## config.mk

```make
export PLATFORM = sky130hd
export DESIGN_NAME = dark_cell_stencil_counter
export DESIGN_NICKNAME = d
export VERILOG_FILES = /design/src/dcsc_pkg.sv /design/src/dcsc_ram.sv /design/src/dcsc_cell.sv /design/src/dark_cell_stencil_counter.sv
export SDC_FILE = /design/constraint.sdc
export NUM_CORES = 2
export LEC_CHECK = 0
export BUFFER_PORTS_ARGS = -buffer_cell sky130_fd_sc_hd__buf_2
export CAP_MARGIN = 20
export CORE_MARGIN = 5
export CORE_UTILIZATION = 63
export CTS_CLUSTER_DIAMETER = 150
export CTS_CLUSTER_SIZE = 40
export DETAILED_ROUTE_END_ITERATION = 6
export PLACE_DENSITY = 0.78
export REMOVE_ABC_BUFFERS = 1
export SLEW_MARGIN = 10
export SYNTH_ARGS = -nofsm -noshare
export SYNTH_HDL_FRONTEND = slang
export SYNTH_SLANG_ARGS = --single-unit
```

## constraint.sdc

```tcl
create_clock -name clk_i -period 4.9 [get_ports clk_i]
set_input_delay 0.735 -clock clk_i [delete_from_list [all_inputs] [get_ports clk_i]]
set_output_delay 0.735 -clock clk_i [all_outputs]
set_load 0.05 [all_outputs]
```

## src/dcsc_pkg.sv

```systemverilog
// Shared types and constants of the dark-cell stencil counter.
// Used by dcsc_cell, the top level and the testbench; depends on nothing.
`default_nettype none
package dcsc_pkg;

  localparam int unsigned PIX_W        = 8;
  localparam int unsigned CFG_W        = 8;
  localparam int unsigned CFG_IDX_W    = 1;
  localparam int unsigned COUNT_W      = 14;
  localparam int unsigned MAX_SIDE_DEF = 128;

  localparam logic [COUNT_W-1:0] COUNT_MAX  = 14'd16383;
  localparam logic [CFG_W-1:0]   SIDE_RESET = 8'd128;
  localparam logic [CFG_W-1:0]   THR_RESET  = 8'd50;
  localparam logic [CFG_W-1:0]   SIDE_MIN   = 8'd3;

  typedef enum logic [CFG_IDX_W-1:0] {
    CFG_IMAGE_SIDE    = 1'b0,
    CFG_DIP_THRESHOLD = 1'b1
  } cfg_idx_e;

  typedef struct packed {
    logic [PIX_W-1:0] up;
    logic [PIX_W-1:0] mid;
    logic [PIX_W-1:0] dn;
  } column_t;

  typedef struct packed {
    logic [PIX_W-1:0] upper;
    logic [PIX_W-1:0] middle;
  } line_pair_t;

endpackage
`default_nettype wire

```

## src/dcsc_ram.sv

```systemverilog
// Generic simple dual-port RAM: one write port, one read port, registered read.
// Self-contained; no package needed.
`default_nettype none
module dcsc_ram #(
  parameter int unsigned WIDTH = 16,
  parameter int unsigned DEPTH = 128
) (
  input  wire logic                     clk_i,
  input  wire logic                     we_i,
  input  wire logic [$clog2(DEPTH)-1:0] waddr_i,
  input  wire logic [WIDTH-1:0]         wdata_i,
  input  wire logic                     re_i,
  input  wire logic [$clog2(DEPTH)-1:0] raddr_i,
  output logic      [WIDTH-1:0]         rdata_o
);

  logic [WIDTH-1:0] mem_q [DEPTH];

  always_ff @(posedge clk_i) begin
    if (we_i) begin
      mem_q[waddr_i] <= wdata_i;
    end
    if (re_i) begin
      rdata_o <= mem_q[raddr_i];
    end
  end

endmodule
`default_nettype wire

```

## src/dcsc_cell.sv

```systemverilog
// One window cell: holds a three-pixel column and passes it to its neighbour.
// Depends on dcsc_pkg for the column type.
`default_nettype none
module dcsc_cell
  import dcsc_pkg::*;
(
  input  wire logic    clk_i,
  input  wire logic    rst_ni,
  input  wire logic    shift_i,
  input  wire column_t col_i,
  output column_t      col_o
);

  column_t col_q, col_d;

  always_comb begin
    col_d = col_q;
    if (shift_i) begin
      col_d = col_i;
    end
  end

  always_ff @(posedge clk_i or negedge rst_ni) begin
    if (!rst_ni) begin
      col_q <= '0;
    end else begin
      col_q <= col_d;
    end
  end

  assign col_o = col_q;

endmodule
`default_nettype wire

```

## src/dark_cell_stencil_counter.sv

```systemverilog
// Dark-cell stencil counter, top level: position counters, line RAM, window cells.
// Depends on dcsc_pkg, dcsc_ram and dcsc_cell.
//
// Takes one pixel per clock in raster order and counts interior pixels that lie at
// least dip_threshold below all four orthogonal neighbours; one count request leaves
// per frame after its last pixel, via stage one and the output register. Throughput is one
// pixel per cycle, set by the single read and single write of the line RAM per
// column; the input stalls only while a finished count waits behind a stalled output.
// The two previous rows share one RAM of MAX_SIDE words, each holding a column's
// upper and middle pixel; it needs no clearing after reset. Configure only when idle.
`default_nettype none
module dark_cell_stencil_counter
  import dcsc_pkg::*;
#(
  parameter int unsigned MAX_SIDE = MAX_SIDE_DEF
) (
  input  wire logic                 clk_i,
  input  wire logic                 rst_ni,
  input  wire logic                 cfg_we_i,
  input  wire logic [CFG_IDX_W-1:0] cfg_idx_i,
  input  wire logic [CFG_W-1:0]     cfg_data_i,
  input  wire logic                 in_valid_i,
  output logic                      in_stall_o,
  input  wire logic [PIX_W-1:0]     pixel_i,
  output logic                      out_valid_o,
  input  wire logic                 out_stall_i,
  output logic      [COUNT_W-1:0]   abnormal_count_o
);

  localparam int unsigned COL_W  = $clog2(MAX_SIDE);
  localparam int unsigned SIDE_W = $clog2(MAX_SIDE + 1);
  localparam int unsigned CMP_W  = (SIDE_W > CFG_W) ? SIDE_W : CFG_W;

  logic [CFG_W-1:0]   side_cfg_q, thr_q;
  logic [COL_W-1:0]   col_q, col_d, row_q, row_d;
  logic [CMP_W-1:0]   side_ext;
  logic [SIDE_W-1:0]  side_eff;
  logic               last_col, last_row, accept;

  logic               s1_valid_q, s1_test_q, s1_last_q, s1_adv;
  logic [PIX_W-1:0]   s1_pix_q;
  logic [COL_W-1:0]   s1_col_q;

  line_pair_t         rd_pair, wr_pair;
  column_t            col_in, cell0, cell1;
  logic               hit;
  logic [COUNT_W-1:0] count_q, count_d, count_inc;

  // configuration
  always_ff @(posedge clk_i or negedge rst_ni) begin
    if (!rst_ni) begin
      side_cfg_q <= SIDE_RESET;
      thr_q      <= THR_RESET;
    end else if (cfg_we_i) begin
      case (cfg_idx_i)
        CFG_IMAGE_SIDE:    side_cfg_q <= cfg_data_i;
        CFG_DIP_THRESHOLD: thr_q      <= cfg_data_i;
        default:           ;
      endcase
    end
  end

  always_comb begin
    side_ext = CMP_W'(side_cfg_q);
    if (side_ext < CMP_W'(SIDE_MIN)) begin
      side_ext = CMP_W'(SIDE_MIN);
    end
    if (side_ext > CMP_W'(MAX_SIDE)) begin
      side_ext = CMP_W'(MAX_SIDE);
    end
    side_eff = SIDE_W'(side_ext);
  end

  // position counters
  assign s1_adv     = s1_valid_q && !(s1_last_q && out_valid_o && out_stall_i);
  assign in_stall_o = s1_valid_q && !s1_adv;
  assign accept     = in_valid_i && !in_stall_o;

  assign last_col = (SIDE_W'(col_q) + SIDE_W'(1)) >= side_eff;
  assign last_row = (SIDE_W'(row_q) + SIDE_W'(1)) >= side_eff;

  always_comb begin
    col_d = col_q;
    row_d = row_q;
    if (accept) begin
      if (last_col) begin
        col_d = '0;
        row_d = last_row ? '0 : row_q + COL_W'(1);
      end else begin
        col_d = col_q + COL_W'(1);
      end
    end
  end

  always_ff @(posedge clk_i or negedge rst_ni) begin
    if (!rst_ni) begin
      col_q <= '0;
      row_q <= '0;
    end else begin
      col_q <= col_d;
      row_q <= row_d;
    end
  end

  // stage one request
  always_ff @(posedge clk_i or negedge rst_ni) begin
    if (!rst_ni) begin
      s1_valid_q <= 1'b0;
    end else if (accept) begin
      s1_valid_q <= 1'b1;
    end else if (s1_adv) begin
      s1_valid_q <= 1'b0;
    end
  end

  always_ff @(posedge clk_i) begin
    if (accept) begin
      s1_pix_q  <= pixel_i;
      s1_col_q  <= col_q;
      s1_test_q <= (row_q >= COL_W'(2)) && (col_q >= COL_W'(2));
      s1_last_q <= last_col && last_row;
    end
  end

  // line RAM: read the column on accept, rotate it in stage one
  assign wr_pair.upper  = rd_pair.middle;
  assign wr_pair.middle = s1_pix_q;

  dcsc_ram #(
    .WIDTH ($bits(line_pair_t)),
    .DEPTH (MAX_SIDE)
  ) u_line_ram (
    .clk_i   (clk_i),
    .we_i    (s1_adv),
    .waddr_i (s1_col_q),
    .wdata_i (wr_pair),
    .re_i    (accept),
    .raddr_i (col_q),
    .rdata_o (rd_pair)
  );

  // window cells
  assign col_in.up  = rd_pair.upper;
  assign col_in.mid = rd_pair.middle;
  assign col_in.dn  = s1_pix_q;

  dcsc_cell u_cell0 (
    .clk_i   (clk_i),
    .rst_ni  (rst_ni),
    .shift_i (s1_adv),
    .col_i   (col_in),
    .col_o   (cell0)
  );

  dcsc_cell u_cell1 (
    .clk_i   (clk_i),
    .rst_ni  (rst_ni),
    .shift_i (s1_adv),
    .col_i   (cell0),
    .col_o   (cell1)
  );

  function automatic logic is_dip(logic [PIX_W-1:0] ctr, logic [PIX_W-1:0] thr,
                                  logic [PIX_W-1:0] nb);
    return ({1'b0, ctr} + {1'b0, thr}) <= {1'b0, nb};
  endfunction

  assign hit = s1_test_q
            && is_dip(cell0.mid, thr_q, cell0.up)
            && is_dip(cell0.mid, thr_q, cell0.dn)
            && is_dip(cell0.mid, thr_q, cell1.mid)
            && is_dip(cell0.mid, thr_q, rd_pair.middle);

  // count and result
  assign count_inc = (hit && (count_q != COUNT_MAX)) ? count_q + COUNT_W'(1) : count_q;

  always_comb begin
    count_d = count_q;
    if (s1_adv) begin
      count_d = s1_last_q ? '0 : count_inc;
    end
  end

  always_ff @(posedge clk_i or negedge rst_ni) begin
    if (!rst_ni) begin
      count_q <= '0;
    end else begin
      count_q <= count_d;
    end
  end

  always_ff @(posedge clk_i or negedge rst_ni) begin
    if (!rst_ni) begin
      out_valid_o <= 1'b0;
    end else if (s1_adv && s1_last_q) begin
      out_valid_o <= 1'b1;
    end else if (!out_stall_i) begin
      out_valid_o <= 1'b0;
    end
  end

  always_ff @(posedge clk_i) begin
    if (s1_adv && s1_last_q) begin
      abnormal_count_o <= count_inc;
    end
  end

endmodule
`default_nettype wire

```

==> results.md <==
| Quantity | This run |
|---|---|
| Initial antenna violation count | 5 |
| Post-layout total power | 0.0443 W |
| Number of global-route vias before repair | 42,200 |
| WS Path Type | flip-flop to flip-flop |
| Clock latency on the worst-skew pair | 0.77 ns |
| Total of warnings raised by yosys | 0 |
| Total of endpoints with negative setup slack in the final report | 0 |
| Arrival time of the worst setup path | 5.12 ns |
| Status | finished, final reports clean |
| Layout area overhead | 6.28% |
| Static Leak | 28.5 nW |
| Number of vias per cell | 7.05 |
| Number of nets with antenna violations after detailed routing | 0 |
| Share of post-route cells with drive strength above 1 | 0.214 |
| Top metal layer carrying routed signals | met4 |
| Sink Count | 2,173 |
| Worst reg2reg startpoint | thr_q[1] |
| Origin of the worst min-delay path | pixel_i[3] |
| Launching element of the worst setup path | thr_q[1] |
| Dominant register cell in the synthesized netlist | sky130_fd_sc_hd__edfxtp_1 |
| Setup skew after layout | 0.0390 ns |
| Detailed Routing Iterations Pass 1 | 6 |
| Die Outline Area | 143,000 um2 |
| DRT Wirelength | 207 mm |
| Metal3 WL | 23.8 mm |
| Commonest cells after routing, fill and taps aside | sky130_fd_sc_hd__edfxtp_1 (2,095), sky130_fd_sc_hd__mux4_2 (490), sky130_fd_sc_hd__buf_4 (243) |
| Most common cell after layout, fill and taps aside | sky130_fd_sc_hd__edfxtp_1 |
| Area of the core region | 135,000 um2 |
| PnR worst setup slack | 0.451 ns |
| Detailed-placement wirelength estimate | 128 mm |
| Top-level port count | 38 |
| Total global routing overflow | 0 |
| Post CTS Setup Buffer Count | 0 |
| CTS Root Cell | sky130_fd_sc_hd__clkbuf_16 |
| Total number of placement rows | 135 |
| Total vias in the final route | 43,300 |
| CTS tree | built |
| Die outline width | 378 um |
| Synth async-reset ratio | 0.0359 |
| Critical Path End Type | flip-flop |
| Critical Path Source Type | flip-flop |
| Combined area of all synthesized cells | 85,300 um2 |
| Average wire per standard cell | 33.7 um |
| Data required time of the critical path | 5.57 ns |
| Cell count of the worst reg-to-reg path | 15 |
| Total negative setup slack | 0 ns |
| Hold-critical path depth | 1 |
| Maximum vdd ir drop | 0.403 mV |
| Max-cap violation count | 0 |
| Max Buffers Root-to-Sink | 3 |
| Initial core utilization | 0.632 |
| Reg clk slew, reported paths | 0.14 ns |
| Transition at the pin with the smallest max-transition slack | 1.14 ns |
| Nets@finish | 4,422 |
| Max_slew headroom | 0.240 |
| Cell count after synthesis | 4,182 |
| Pre-CTS setup slack | 0.520 ns |
| GRT Util Overall | 0.291 |
| Wire length of the first global-routing pass | 298 mm |
| Buffers added on ports | 37 |
| Number of register bits inferred by synthesis | 2,173 |
| Wire length on met1 | 74.8 mm |
| DRC violation total after the first TritonRoute iteration | 6,757 |
| Largest net degree at the start of global routing | 98 |
| Power per unit of standard cell area | 489 nW/um2 |
| Average instance area after synthesis | 20.4 um2 |
| Path category of the worst min-delay check | input port to flip-flop |
| RSZ-0062 raised after global routing | false |
| Max-slew violation total from the final report | 0 |
| Part of the Yosys area used for sequential elements | 0.760 |
| Count of unique library cells instantiated by Yosys | 71 |
| Setup slack on the worst flop-to-flop path | 0.45 ns |
| Fill cell count | 8,292 |
| Placer Congestion | 0.960 |
| Number of enable flip-flop cells after synthesis | 2,095 |
| TritonCTS Buffers | 60 |
| Final Critical Period | 4.45 ns |
| H-tree level count | 2 |
| Chip height | 378 um |
| DRC Markers | 0 |
| Maximum net fanout on the critical path | 6 |
| Met2 wire length | 99.1 mm |
| Share of the clock period used by the worst path after layout | 0.908 |
| Final hold viol count | 0 |
| F_max | 225 MHz |
## synth_stat cells (all sizes together) (24+ instances only)
library cell | count | share of area
a211oi | 43 | 0.0038
a21oi | 88 | 0.0052
a22oi | 44 | 0.0039
a31oi | 35 | 0.0026
buf | 140 | 0.0095
clkbuf | 70 | 0.0031
dfrtp | 74 | 0.022
edfxtp | 2095 | 0.74
ha | 61 | 0.0089
inv | 50 | 0.0022
mux2 | 56 | 0.0074
mux2i | 104 | 0.012
mux4 | 490 | 0.13
nand2 | 165 | 0.0073
nand3 | 47 | 0.0028
nor2 | 211 | 0.0093
nor2b | 48 | 0.0035
nor3 | 24 | 0.0014
o21ai | 86 | 0.0050
## routing by layer
layer  GRT usage  vias up
met3      0.0631      419
met4       0.105        0
met1       0.416    22600
li1            -    17400
met2       0.457     2907
met5           0        -
## path summary, 6_finish.rpt
kind	end
max in group asynchronous	thr_q[5]
min in group asynchronous	row_q[4]
worst min-delay path	s1_pix_q[3]
worst max-delay path	count_q[10]
worst min register to register	u_cell0.col_o[17]
worst max register to register	count_q[10]
## state kept, by name, indices dropped and copies added, names as in the netlist
name and count:
u_line_ram.mem_q 2048, u_cell0.col_o 24, u_line_ram.rdata_o 16, abnormal_count_o 14, count_q 14, s1_pix_q 8
side_cfg_q 8, thr_q 8, u_cell1.col_o 8, col_q 7, row_q 7, s1_col_q 7
out_valid_o 1, s1_last_q 1, s1_test_q 1, s1_valid_q 1
## where the power goes
part / leakage [nW] / switching (W) / internal [W] / total (W)
Combinational: 7.85 / 0.00867 / 0.00549 / 0.0142
Sequential: 19.8 / 0.000589 / 0.0222 / 0.0228
Clock: 0.801 / 0.00499 / 0.00235 / 0.00734
## per-stage QoR
stage,area [um2],hold slack (ns),cells,util
2_1_floorplan,84300,0.415,3972,-
3_3_place_gp,89000,0.445,6053,0.659
3_5_place_dp,89000,0.451,6055,0.659
4_1_cts,90700,0.0838,6143,0.672
5_1_grt,90700,0.0944,6145,0.672
6_report,90700,0.141,6146,0.672
## logic make-up after synthesis
logic type / count (synthesis) / share of synthesized area
flip-flops: 2173 / 0.760
multiplexers: 650 / 0.149
AND/OR/NAND/NOR: 567 / 0.0298
AO/OA/AOI/OAI: 440 / 0.0342
buffers and inverters: 262 / 0.0149
adder cells (fa/ha/maj): 62 / 0.00918
XOR/XNOR: 28 / 0.00287
## timing repair
item,in CTS,in global routing
gates resized for setup,0,0
hold endpoints to repair,0,24
hold buffers,0,1
## area by class of cell
| class | count | area [um2] | share of cell area |
|---|---|---|---|
| diodes | 1 | 2.50 | 0.0000276 |
| clock buffers | 85 | 1620 | 0.0178 |
| clock inverters | 3 | 47.5 | 0.000524 |
| inverters | 52 | 200 | 0.00221 |
| multi-input cells | 1747 | 19200 | 0.212 |
| flip-flops and latches | 2173 | 64900 | 0.715 |
| well taps | 1781 | 2230 | 0.0246 |
| repair buffers | 304 | 2500 | 0.0275 |
## critical path, cell delays in order (launching register included)
cell and delay [ns]:
sky130_fd_sc_hd__dfstp_2 0.57, sky130_fd_sc_hd__inv_1 0.06, sky130_fd_sc_hd__fa_1 0.46, sky130_fd_sc_hd__nor2b_1 0.16, sky130_fd_sc_hd__o31a_1 0.16, sky130_fd_sc_hd__o21a_1 0.15, sky130_fd_sc_hd__nor2_1 0.06, sky130_fd_sc_hd__xnor2_1 0.36
sky130_fd_sc_hd__ha_1 0.34, sky130_fd_sc_hd__a21o_1 0.20, sky130_fd_sc_hd__a21o_1 0.17, sky130_fd_sc_hd__a2111oi_0 0.40, sky130_fd_sc_hd__a211o_1 0.32, sky130_fd_sc_hd__nand4_1 0.30, sky130_fd_sc_hd__or4_1 0.57, sky130_fd_sc_hd__o311ai_1 0.08
No activity file was read; power rests on OpenSTA's default activity.
